$ cat src/design/dru_pkg.sv
// shared constants, item types and op codes for the dirty region updater
// no dependencies
package dru_pkg;

  localparam int FRAME_BYTES = 4096;
  localparam int MEM_BYTES   = 8192;
  localparam int FRAME_AW    = $clog2(FRAME_BYTES);
  localparam int MEM_AW      = $clog2(MEM_BYTES);

  localparam logic [7:0] HDR_STX       = 8'h02;
  localparam logic [7:0] HDR_SECOND    = 8'h44;
  localparam logic [7:0] CMD_BIT_IMAGE = 8'h46;
  localparam logic [3:0] HDR_LEN       = 4'd8;

  localparam logic [1:0] ST_OK      = 2'd0;
  localparam logic [1:0] ST_PENDING = 2'd1;
  localparam logic [1:0] ST_EMPTY   = 2'd2;

  localparam logic [1:0] REG_DEVICE = 2'd0;
  localparam logic [1:0] REG_AREA   = 2'd1;
  localparam logic [1:0] REG_MEMORY = 2'd2;

  typedef enum logic [2:0] {
    OP_LOAD   = 3'd0,
    OP_SETADR = 3'd1,
    OP_ROTATE = 3'd2,
    OP_SHOW   = 3'd3,
    OP_FULL   = 3'd4,
    OP_PULL   = 3'd5,
    OP_NOP    = 3'd6
  } dru_op_e;

  typedef struct packed {
    dru_op_e     op;
    logic [11:0] frame_index;
    logic [7:0]  pixel_byte;
    logic [12:0] draw_address;
  } dru_item_t;

endpackage

$ cat src/design/dru_if.sv
// channel interfaces: input items, result items, register writes
// no dependencies
interface dru_in_if;
  logic        valid;
  logic        ready;
  logic [2:0]  op;
  logic [11:0] frame_index;
  logic [7:0]  pixel_byte;
  logic [12:0] draw_address;
  modport source(output valid, op, frame_index, pixel_byte, draw_address, input ready);
  modport sink(input valid, op, frame_index, pixel_byte, draw_address, output ready);
endinterface


$ cat src/design/dru_front.sv
// front part: accepts input items, classifies the op, two-entry queue to back
// depends on dru_pkg and dru_in_if
module dru_front (
  input  logic               clk_i,
  input  logic               rst_ni,
  dru_in_if.sink             in_i,
  output logic               q_valid_o,
  output dru_pkg::dru_item_t q_item_o,
  input  logic               q_ready_i
);
  import dru_pkg::*;

  dru_item_t  mem_q [2];
  logic       wr_q, wr_d, rd_q, rd_d;
  logic [1:0] cnt_q, cnt_d;
  logic       push, pop;
  dru_item_t  item;

  // op classification, unused codes become no-ops
  always_comb begin
    item.frame_index  = in_i.frame_index;
    item.pixel_byte   = in_i.pixel_byte;
    item.draw_address = in_i.draw_address;
    case (in_i.op)
      3'd0:    item.op = OP_LOAD;
      3'd1:    item.op = OP_SETADR;
      3'd2:    item.op = OP_ROTATE;
      3'd3:    item.op = OP_SHOW;
      3'd4:    item.op = OP_FULL;
      3'd5:    item.op = OP_PULL;
      default: item.op = OP_NOP;
    endcase
  end

  assign in_i.ready = (cnt_q != 2'd2);
  assign push       = in_i.valid && in_i.ready;
  assign q_valid_o  = (cnt_q != 2'd0);
  assign pop        = q_valid_o && q_ready_i;
  assign q_item_o   = mem_q[rd_q];

  // queue pointers
  always_comb begin
    wr_d  = push ? ~wr_q : wr_q;
    rd_d  = pop ? ~rd_q : rd_q;
    cnt_d = cnt_q + {1'b0, push} - {1'b0, pop};
  end

  always_ff @(posedge clk_i or negedge rst_ni) begin
    if (!rst_ni) begin
      wr_q  <= 1'b0;
      rd_q  <= 1'b0;
      cnt_q <= 2'd0;
    end else begin
      wr_q  <= wr_d;
      rd_q  <= rd_d;
      cnt_q <= cnt_d;
    end
  end

  // queue storage
  always_ff @(posedge clk_i) begin
    if (push) begin
      mem_q[wr_q] <= item;
    end
  end

  property p_no_push_when_full;
    @(posedge clk_i) disable iff (!rst_ni) (cnt_q == 2'd2) |-> !push;
  endproperty
  a_no_push_when_full: assert property (p_no_push_when_full)
    else $error("push into full queue");

  property p_count_bound;
    @(posedge clk_i) disable iff (!rst_ni) cnt_q != 2'd3;
  endproperty
  a_count_bound: assert property (p_count_bound) else $error("queue count overflow");

  property p_empty_ptrs;
    @(posedge clk_i) disable iff (!rst_ni) (cnt_q == 2'd0) |-> (wr_q == rd_q);
  endproperty
  a_empty_ptrs: assert property (p_empty_ptrs) else $error("queue pointers out of step");

endmodule

$ cat src/flat_wrapper.sv
// flat-port wrapper written by rule: the top's interface ports become plain ports
module dru_front_flat import dru_pkg::*;
  (clk_i, rst_ni, q_valid_o, q_item_o, q_ready_i, in_i_valid, in_i_op, in_i_frame_index, in_i_pixel_byte, in_i_draw_address, in_i_ready);
  dru_in_if in_i_i ();
  input  logic clk_i;
  input  logic rst_ni;
  output logic q_valid_o;
  output dru_pkg::dru_item_t q_item_o;
  input  logic q_ready_i;
  input wire logic [$bits(in_i_i.valid)-1:0] in_i_valid;
  input wire logic [$bits(in_i_i.op)-1:0] in_i_op;
  input wire logic [$bits(in_i_i.frame_index)-1:0] in_i_frame_index;
  input wire logic [$bits(in_i_i.pixel_byte)-1:0] in_i_pixel_byte;
  input wire logic [$bits(in_i_i.draw_address)-1:0] in_i_draw_address;
  output wire logic [$bits(in_i_i.ready)-1:0] in_i_ready;
  assign in_i_i.valid = in_i_valid;
  assign in_i_i.op = in_i_op;
  assign in_i_i.frame_index = in_i_frame_index;
  assign in_i_i.pixel_byte = in_i_pixel_byte;
  assign in_i_i.draw_address = in_i_draw_address;
  assign in_i_ready = in_i_i.ready;
  dru_front u_core (.clk_i(clk_i), .rst_ni(rst_ni), .in_i(in_i_i), .q_valid_o(q_valid_o), .q_item_o(q_item_o), .q_ready_i(q_ready_i));
endmodule
$ cat config.mk
export PLATFORM = sky130hd
export DESIGN_NAME = dru_front_flat
export DESIGN_NICKNAME = d
export VERILOG_FILES = /design/src/design/dru_pkg.sv /design/src/design/dru_if.sv /design/src/design/dru_front.sv /design/src/flat_wrapper.sv
export SDC_FILE = /design/constraint.sdc
export NUM_CORES = 1
export LEC_CHECK = 0
export BUFFER_PORTS_ARGS = -buffer_cell sky130_fd_sc_hd__buf_2
export CORE_AREA = 2 2 101 103
export DETAILED_ROUTE_END_ITERATION = 6
export DIE_AREA = 0 0 103 105
export GPL_TIMING_DRIVEN = 0
export PLACE_DENSITY = 0.56
export SETUP_SLACK_MARGIN = 0.2
export SYNTH_ARGS = -nofsm -noshare
export SYNTH_HDL_FRONTEND = slang
export SYNTH_SLANG_ARGS = --single-unit
export TNS_END_PERCENT = 20
$ cat constraint.sdc
create_clock -name clk_i -period 3.4 [get_ports clk_i]
set_clock_uncertainty 0.15 [all_clocks]
set_input_delay 0.68 -clock clk_i [delete_from_list [all_inputs] [get_ports clk_i]]
set_output_delay 0.68 -clock clk_i [all_outputs]
set_load 0.02 [all_outputs]
# After elaboration in Yosys (flattened, before gate mapping)
# Memories as Yosys holds them, arrays and structs flattened.
# Index checks and enable logic that the tools add are counted.
[word_totals]
memories = 1
latchBits = 0
mem_bits_rw = 72
ff_bits = 4
rom_bits = 0
[memory_table]
columns = ["name", "depth", "word_bits", "rd", "rd_clocked_by_memory_dff", "wr", "line", "text"]
rows = [
  ["u_core.mem_q", 2, 36, 1, 0, 1, "dru_front.sv:13", "dru_item_t mem_q [2];"],
]
[op_classes]
n_reduce_logical = 4
magnitude_cmp = 0
n_mux = 3
shift = 0
eq_ne = 6
n_div = 0
add_sub_neg = 2
n_mul = 0
bitwise = 2
[ops]
columns = ["cell", "n"]
rows = [
  ["one-hot mux 3 bit (6 select lines)", 1],
  ["equality test 3 x 2 -> 1 bit, second input constant", 2],
  ["equality test 3 bit, second input constant", 2],
  ["equality test 3 x 1 -> 1 bit, second input constant", 1],
  ["logical NOT 3 bit", 1],
  ["adder 2 x 1 -> 2 bit", 1],
  ["logical AND 1 bit", 2],
  ["two-way mux 1 bit", 2],
  ["inequality test 2 bit, second input constant", 1],
  ["inverter 1 bit", 2],
  ["nonzero test 2 bit", 1],
  ["subtractor 2 x 1 -> 2 bit", 1],
]

# Longest topological paths before layout
# Gate-level depths: netlist of the first run.
[depth]
ltp_word = 4
mapped_depth = 7

# Worst setup path after synthesis of the first run
# No wires, ideal clock.
[synth_path]
path_type = "input-to-reg"
start = "in in_i_valid"
end = "mem u_core.mem_q[0][0] (netlist name) (enable)"
setup_ns = 0.429
arrival_time_ns = 2.297
slack_ns = 0.524
path_stages = 2
t_required_ns = 2.821
path_cell_list = "nand2_1 > nor2_1"
[synth_between]
elab_chain_len = 3
[synth_lines]
columns = ["item", "line", "text"]
rows = [
  ["from (decl)", "flat_wrapper.sv:10", "input wire logic [$bits(in_i_i.valid)-1:0] in_i_valid;"],
  ["logical AND 1 bit", "dru_front.sv:36", "assign push = in_i.valid && in_i.ready;"],
  ["two-way mux 1 bit", "dru_front.sv:62", "if (push) begin"],
  ["two-way mux 1 bit (implied by the code)", "dru_front.sv:63", "mem_q[wr_q] <= item;"],
  ["to (decl)", "dru_front.sv:13", ""],
]
# Every way passes these cells.

==> out/qor.csv, run 1 <==
metric,value,unit
overflow,0,
ys_warn_count,0,
required,2.57,ns
crit_top_cell,buf_6,
core.rowCount,36,
place_area,3450,µm²
r2r_cells,4,
wl_per_cell,13.83,µm
min_to,u_core.cnt_q[1],
cts_sinks,76,
grt_pass1_vias,1588,
hold_path.startpoint,u_core.cnt_q[1],
syn_area_per_cell,21.15,µm²
maxCapViolCount,0,
slew_headroom,0.5850,
via_per_inst,4.121,
holdWs,0.3467,ns
tightest_slew,0.6211,ns
start_util,0.2940,
path_clk_slew,0.07,ns
ys_types,16,
hold_viol,0,
final_area,3627,µm²
io_buffer_count,77,
postRouteAntennaNets,0,
ioPinCount,78,
core-area,9639,µm²
power_density,847.7,nW/µm²
crit_type,reg -> out,
dr.pass1.iters,4,
fin_crit,2.348,ns
timing.rr.start,u_core.cnt_q[1],
cp-start-kind,register,
cp_top_family,buffers and inverters,
synth_top_cell_by_area,edfxtp_1,
cts-root-buf,clkbuf_8,
syn_area,2834,µm²
die_w,103,µm
cts-buffers-inserted,9,
slowest_stage,mux2_2,
gp_congestion,0.6302,
crit_arrival,1.52,ns
ctsHtreeMaxLevel,3,
setup_viol,0,
grt_usage,0.09788,
end_kind,output pin,
status,"complete, no violations",
mostFrequentLayoutCell,buf_2,
hp-class,reg -> reg,
ys_ff_latch,76,
n_antenna_cell,0,
fin_crit_sh,0.6905,
area_growth,27.99,%
r2r_end,u_core.mem_q[0][12],
layout-drive-gt1-share,0.5957,
drtIter0Drc,33,
die_area,10820,µm²
synth_nets,176,
synth_cells,134,
reg2reg_setup_slack,1.52,ns
placed_cells,346,
fin_cells,363,
grt_max_degree,23,
peakVddDrop,0.0003861,V
min_path_cells,1,
clock_latency,0.34,ns
yosys.area.top_type_share,0.7629,
cts_buffer_depth,2,
slew_viol_final,0,
fmax,426.0,MHz
nets,267,
cts_tree,yes,
max_stage_delay,0.35,ns
cp_cell_sequence,buf_6 -> buf_6 -> mux2_2 -> buf_2,
drc_errors,0,
drt-total-wl,5021,µm
die_h,105,µm
timing.setup.tns,0,ns
synth-seq-area-share,0.7982,
cp_max_fo,10,
layout_common_cells,"buf_2, edfxtp_1, mux2_2",
grt_pass1_wl,7734,µm
vias,1496,
hpwl,3488,µm
leakagePower,1.353,nW
rsz0062_at_grt,false,
path_buf_inv,3,
synthTopCellsByArea,"edfxtp_1, mux2_2, dfrtp_1",
total_power,3.075,mW
antenna_found_initial,0,
==> synth_stat cells <==
master,count
a21boi_0,1
and2_4,1
and3_1,1
buf_6,4
clkbuf_1,2
dfrtp_1,4
edfxtp_1,72
ha_1,2
inv_1,3
mux2_2,36
nand2_1,1
nand2b_1,1
nor2_1,1
or2_1,1
xnor2_1,3
xor2_1,1
==> worst register-to-register path: cells and delay by family (launching register included) <==
| kind | cells | cell delay, ns |
|---|---|---|
| buf+inv | 1 | 0.24 |
| simple gates | 3 | 0.78 |
| flops | 1 | 0.41 |
==> cell families (layout without fill, tap and decap cells) <==
logic type                 after synthesis  after routing  share of synthesized area
muxes                                   36             36                     0.1430
AOI/OAI and AO/OA                        1              1                   0.002650
xor gates and xnor gates                 4              4                    0.01236
DFF                                     76             76                     0.7982
adders and majority gates                2              2                   0.008829
buffers and inverters                    9            105                    0.02252
and+or+nand+nor                          6              6                    0.01236
==> final cells by class <==
| cell class | count | area [µm²] |
|---|---|---|
| flip-flops and latches | 76 | 2262 |
| fillers | 970 | 6012 |
| inverters | 3 | 11.26 |
| clock inverters | 7 | 43.79 |
| well taps | 133 | 166.4 |
| clock buffers | 9 | 123.9 |
| multi-input cells | 49 | 516.7 |
| plain buffers | 6 | 52.55 |
| repair buffers | 80 | 450.4 |
==> registers in the layout (all words and copies together) (netlist names) <==
register,flops
u_core.mem_q,72
u_core.cnt_q,2
u_core.rd_q,1
u_core.wr_q,1
==> how the worst max path moves through the flow <==
stage,start,end,slack (ns),cells past startpoint
final,u_core.rd_q,q_item_o[31],1.05,4
after global routing,u_core.rd_q,q_item_o[31],0.96,4
after CTS,u_core.rd_q,q_item_o[29],1.0,4
after detailed placement,in_i_valid,u_core.mem_q[0][7],1.25,4
after global placement,in_i_valid,u_core.mem_q[0][7],-0.60,3
after floorplan,in_i_valid,u_core.mem_q[0][0],0.52,2
==> per-layer routing <==
layer,wire (µm),track usage,vias to the layer above,share of wire
met3,418,0.05084,8,0.083
met1,2024,0.1098,738,0.40
li1,-,-,693,-
met2,2519,0.1554,57,0.50
met4,59,0.03947,0,0.012
met5,0,0,-,0
==> power breakdown <==
| group | switching, mW | total, mW | internal [mW] |
|---|---|---|---|
| Combinational | 0.666 | 1.16 | 0.493 |
| Sequential | 0.0539 | 1.34 | 1.28 |
| Clock | 0.321 | 0.580 | 0.259 |
| Total | 1.04 | 3.07 | 2.03 |
==> through the flow <==
stage	worst slack [ns]	utilization
floorplan	0.5241	-
global placement	-0.6004	0.3512
detailed placement	1.249	0.3579
CTS	0.9980	0.3763
global route	0.9587	0.3763
finish	1.052	0.3763
==> repair_timing <==
action / in CTS / in global routing
hold buffers: 1 / 0
buffers inserted: 0 / 0
hold endpoints to repair: 4 / 0
resized for setup: 0 / 0
No activity file was read; power rests on OpenSTA's default activity.
==> inputs of run 2 (changes only) <==
Settings changed: PLACE_DENSITY 0.56 to 0.57.
Clock period 3.4 ns to 2.1 ns, I/O delays scaled along.
==> run 2 against run 1 <==
  * Sequential power rose by 63%
  * Sequential share of layout area fell by 1.2 points
  * Clock-buffer cell count did not move
  * Critical path depth did not move
  * Non-clock buffer count fell by 1
  * Largest power group unchanged
  * Highest routed layer unchanged
  * Cell count fell by 0.28%
==> out/qor.csv, run 2 (synthesized netlist as in run 1, its figures left out) <==
metric,value,unit,change
die_area,10820,µm²,unchanged
die_w,103,µm,unchanged
clock_latency,0.33,ns,about the same
min_path_cells,1,,unchanged
cts_tree,yes,,
overflow,0,,unchanged
cts_sinks,76,,unchanged
status,"complete, no violations",,
switching_share,0.3305,,-0.008081
cts-root-buf,clkbuf_8,,
hold_path.startpoint,in_i_frame_index[7],,
grt_pass1_wl,7514,µm,-2.8%
cp-start-kind,register,,
ioPinCount,78,,unchanged
min_to,u_core.mem_q[0][28],,
path_clk_slew,0.09,ns,+0.02 ns
area_growth,30.55,%,
drtIter0Drc,25,,-24%
fmax,478.9,MHz,
cp_cell_sequence,buf_6 -> buf_6 -> mux2_2 -> buf_2,,
maxCapViolCount,0,,unchanged
end_kind,output pin,,
ctsHtreeMaxLevel,3,,unchanged
die_h,105,µm,unchanged
fin_crit_sh,0.9943,,
r2r_end,u_core.mem_q[0][1],,
io_buffer_count,77,,unchanged
vias,1479,,-1.1%
wl_per_cell,13.93,µm,+0.74%
timing.rr.start,u_core.cnt_q[1],,
core-area,9639,µm²,unchanged
grt_usage,0.09457,,-0.003315
tightest_slew,1.116,ns,+0.4947 ns
fin_crit,2.088,ns,
hold_viol,0,,unchanged
cts-buffers-inserted,9,,unchanged
crit_type,reg -> out,,
clockPowerShare,0.209,,+0.020
grt_pass1_vias,1524,,-4.0%
cts_buffer_depth,2,,unchanged
total_power,5.236,mW,+70%
drc_errors,0,,unchanged
start_util,0.2940,,unchanged
crit_top_cell,buf_6,,
dr.pass1.iters,3,,-1
crit_arrival,1.52,ns,about the same
largest-register,u_core.mem_q,,
grt_max_degree,37,,+61%
power_frac_seq,0.416,,-0.018
cp_max_fo,10,,unchanged
leakagePower,1.382,nW,+2.1%
core.rowCount,36,,unchanged
timing.setup.tns,0,ns,unchanged
hp-class,in -> reg,,
combPwrFrac,0.375,,-0.002
required,1.53,ns,-1.04 ns
via_per_inst,4.086,,-0.86%
gp_congestion,0.6882,,+9.2%
slew_headroom,0.2544,,-0.3306
largest_register_ffs,72,,unchanged
drt-total-wl,5044,µm,+0.46%
max_stage_delay,0.34,ns,about the same
r2r_cells,3,,-1
reg2reg_setup_slack,0.12,ns,-1.40 ns
power_density,1415,nW/µm²,+67%
nets,266,,-0.37%
layout-drive-gt1-share,0.6201,,+0.02444
peakVddDrop,0.0007854,V,+100%
fillers,941,,-3.0%
mostFrequentLayoutCell,edfxtp_1,,
hpwl,3410,µm,-2.2%
p_int,3.506,mW,+72%
slew_viol_final,0,,unchanged
setup_viol,0,,unchanged
rsz0062_at_grt,true,,
slowest_stage,dfrtp_1,,
p_switching,1.731,mW,+66%
antenna_found_initial,0,,unchanged
postRouteAntennaNets,0,,unchanged
n_antenna_cell,0,,unchanged
layout_common_cells,"edfxtp_1, buf_2, mux2_2",,
reg_top3,"u_core.mem_q (72), u_core.cnt_q (2)",,
[run 2: area by class of cell]
class / instances / area [µm²] / share of cell area
timing repair buffer: 79 / 457.9 / 0.1238
sequential: 76 / 2263 / 0.6118
clock inverter: 7 / 75.07 / 0.02029
buffer: 6 / 60.06 / 0.01623
clock buffer: 9 / 123.9 / 0.03348
inverter: 3 / 11.26 / 0.003044
tap: 133 / 166.4 / 0.04498
multi-input combinational: 49 / 541.8 / 0.1464
[run 2: routing by layer]
metal | global-route usage | routed length (µm) | vias to the layer above | share of wire
met5 | 0 | 0 | - | 0
met4 | 0.05075 | 68 | 0 | 0.013
met1 | 0.1063 | 2063 | 728 | 0.41
met3 | 0.02809 | 294 | 6 | 0.058
met2 | 0.1582 | 2618 | 51 | 0.52
li1 | - | - | 694 | -
[run 2: what timing repair did]
action | in CTS | in global routing
hold buffers | 1 | 0
setup buffers | 0 | 0
pin swaps | 1 | 1
endpoints found under the hold margin | 4 | 0
endpoints found under the setup margin | 72 | 73
resized for setup | 18 | 5
[run 2: power by group through the flow]
stage          Clock [mW]  Combinational (mW)  Sequential, mW
2_1_floorplan           0                1.29            2.18
3_3_place_gp            0                1.83            2.20
3_5_place_dp            0                1.87            2.21
4_1_cts              1.14                1.98            2.18
5_1_grt              1.20                2.13            2.21
6_report             1.09                1.96            2.18
[run 2: worst max-delay path: cells and delay by family (launching register included)]
family                 cells  cell delay, ns
buffers and inverters      3            0.50
DFF                        1            0.34
muxes                      1            0.34
[run 2: how the worst max path moves through the flow]
stage | from | to | slack [ns] | cells after the start
2_1_floorplan | u_core.cnt_q[1] | u_core.mem_q[1][0] | -0.02 | 2
3_3_place_gp | u_core.cnt_q[1] | u_core.mem_q[1][3] | -0.48 | 2
3_5_place_dp | u_core.cnt_q[1] | u_core.mem_q[0][10] | -0.07 | 3
4_1_cts | u_core.cnt_q[1] | u_core.mem_q[0][8] | -0.03 | 3
5_1_grt | u_core.rd_q | q_item_o[18] | -0.07 | 4
6_report | u_core.rd_q | q_item_o[0] | 0.01 | 4
[run 2: through the flow]
| step | std cells | setup WS [ns] | area (µm²) | hold WS (ns) | util |
|---|---|---|---|---|---|
| after detailed placement | 345 | -0.06541 | 3415 | 0.08261 | 0.3542 |
| after global placement | 344 | -0.4812 | 3393 | 0.08180 | 0.3520 |
| after floorplan | 134 | -0.01700 | 2841 | -0.02559 | - |
| final | 362 | 0.01191 | 3700 | 0.1115 | 0.3838 |
| after CTS | 362 | -0.03052 | 3676 | 0.09167 | 0.3814 |
| after global routing | 362 | -0.06830 | 3700 | 0.09319 | 0.3838 |
==> inputs of run 3 (changes only) <==
Settings changed: SETUP_SLACK_MARGIN 0.2 to 0.1.
==> run 3 against run 2 <==
  * Fmax about the same
  * Cell count unchanged
  * Worst setup slack about the same
  * Highest routed layer unchanged
==> out/qor.csv, run 3 (synthesized netlist as in run 1, its figures left out) <==
metric,value,unit,change
rsz0062_at_grt,true,,
grt_max_degree,37,,unchanged
crit_type,reg -> out,,
grt_pass1_wl,7514,µm,unchanged
largest_register_ffs,72,,unchanged
die_area,10820,µm²,unchanged
io_buffer_count,77,,unchanged
core.rowCount,36,,unchanged
slew_headroom,0.2554,,+0.001009
reg_top3,"u_core.mem_q (72), u_core.cnt_q (2)",,
gp_congestion,0.6882,,unchanged
hpwl,3410,µm,unchanged
reg2reg_setup_slack,0.11,ns,about the same
n_antenna_cell,0,,unchanged
clock_latency,0.33,ns,about the same
cp-startpoint,u_core.rd_q,,
antenna_found_initial,0,,unchanged
total_power,5.179,mW,-1.1%
leakagePower,1.375,nW,-0.48%
path_clk_slew,0.09,ns,about the same
dr.pass1.iters,3,,unchanged
hp-class,in -> reg,,
postRouteAntennaNets,0,,unchanged
core-area,9639,µm²,unchanged
drc_errors,0,,unchanged
tightest_slew,1.114,ns,-0.001510 ns
vias,1474,,-0.34%
p_int,3.456,mW,-1.4%
status,"complete, no violations",,
cts_sinks,76,,unchanged
hold_viol,0,,unchanged
fmax,479.0,MHz,about the same
hold_path.startpoint,in_i_frame_index[7],,
fin_cells,362,,unchanged
ctsHtreeMaxLevel,3,,unchanged
fin_crit_sh,0.9941,,about the same
holdWs,0.1115,ns,-0.00004100 ns
cts-buffers-inserted,9,,unchanged
maxCapViolCount,0,,unchanged
wl_per_cell,13.92,µm,-0.12%
required,1.53,ns,about the same
fin_crit,2.088,ns,-0.0004009 ns
postCtsSetupRepairBufs,0,,unchanged
grt_pass1_vias,1521,,-0.20%
min_path_cells,1,,unchanged
area_growth,29.54,%,
via_per_inst,4.072,,-0.34%
drtIter0Drc,23,,-8.0%
peakVddDrop,0.0007833,V,-0.27%
combPwrFrac,0.368,,-0.007
switching_share,0.3327,,+0.002206
nets,266,,unchanged
min_to,u_core.mem_q[0][28],,
mostFrequentLayoutCell,buf_2,,
r2r_cells,3,,unchanged
start_util,0.2940,,unchanged
cts_buffer_depth,2,,unchanged
die_w,103,µm,unchanged
ioPinCount,78,,unchanged
placed_cells,345,,unchanged
timing.rr.start,u_core.cnt_q[1],,
cts_tree,yes,,
r2r_end,u_core.mem_q[0][1],,
clockPowerShare,0.211,,+0.002
layout-drive-gt1-share,0.6070,,-0.01310
cp_max_fo,10,,unchanged
p_switching,1.723,mW,-0.44%
cts-root-buf,clkbuf_8,,
crit_arrival,1.52,ns,about the same
layout_common_cells,"buf_2, edfxtp_1, mux2_2",,
end_kind,output pin,,
setup_viol,0,,unchanged
drt-total-wl,5038,µm,-0.12%
power_frac_seq,0.421,,+0.005
grt_usage,0.09457,,unchanged
slew_viol_final,0,,unchanged
overflow,0,,unchanged
cp-start-kind,register,,
die_h,105,µm,unchanged
power_density,1411,nW/µm²,-0.32%
largest-register,u_core.mem_q,,
## run 3: area by class of cell
type | count | area (µm²)
tap | 133 | 166.4
sequential | 76 | 2262
clock inverter | 7 | 75.07
inverter | 3 | 11.26
buffer | 6 | 60.06
multi-input combinational | 49 | 531.8
timing repair buffer | 79 | 440.4
clock buffer | 9 | 123.9
fill | 946 | 5968
## run 3: worst max-delay path by stage
stage	end	slack, ns	depth (start not counted)
floorplan	u_core.mem_q[1][0]	-0.02	2
global placement	u_core.mem_q[1][3]	-0.48	2
detailed placement	u_core.mem_q[0][10]	-0.07	3
CTS	u_core.mem_q[0][8]	-0.03	3
global route	q_item_o[18]	-0.07	4
finish	q_item_o[0]	0.01	4
## run 3: critical path, cell delays in order (launching register included)
cell and delay (ns):
dfrtp_1 0.34, buf_6 0.17, buf_6 0.17, mux2_2 0.34
buf_2 0.16
## run 3: through the flow
stage / area [µm²] / TNS [ns] / util / setup WS [ns]
after floorplan: 2841 / -0.6120 / - / -0.01700
after global placement: 3393 / -18.04 / 0.3520 / -0.4812
after detailed placement: 3415 / -2.260 / 0.3542 / -0.06541
after CTS: 3659 / -1.198 / 0.3795 / -0.03052
after global routing: 3671 / -2.397 / 0.3808 / -0.06830
final: 3671 / 0 / 0.3808 / 0.01231
## run 3: power by group through the flow
stage | clock network, mW | registers [mW] | logic [mW]
after floorplan | 0 | 2.18 | 1.29
after global placement | 0 | 2.20 | 1.83
after detailed placement | 0 | 2.21 | 1.87
after CTS | 1.14 | 2.18 | 1.94
after global routing | 1.20 | 2.21 | 2.07
final | 1.09 | 2.18 | 1.91
## run 3: layer usage
| layer | up-vias | global-route usage | share of wire |
|---|---|---|---|
| li1 | 692 | - | - |
| met1 | 725 | 0.1063 | 0.41 |
| met2 | 51 | 0.1582 | 0.52 |
| met3 | 6 | 0.02809 | 0.061 |
| met4 | 0 | 0.05075 | 0.013 |
| met5 | - | 0 | 0 |
## run 3: repair_timing
item	4_1_cts	5_1_grt
hold endpoints to repair	4	0
hold buffers	1	0
pin swaps	1	0
setup endpoints to repair	65	65
gates resized for setup	11	2
gates cloned	0	0
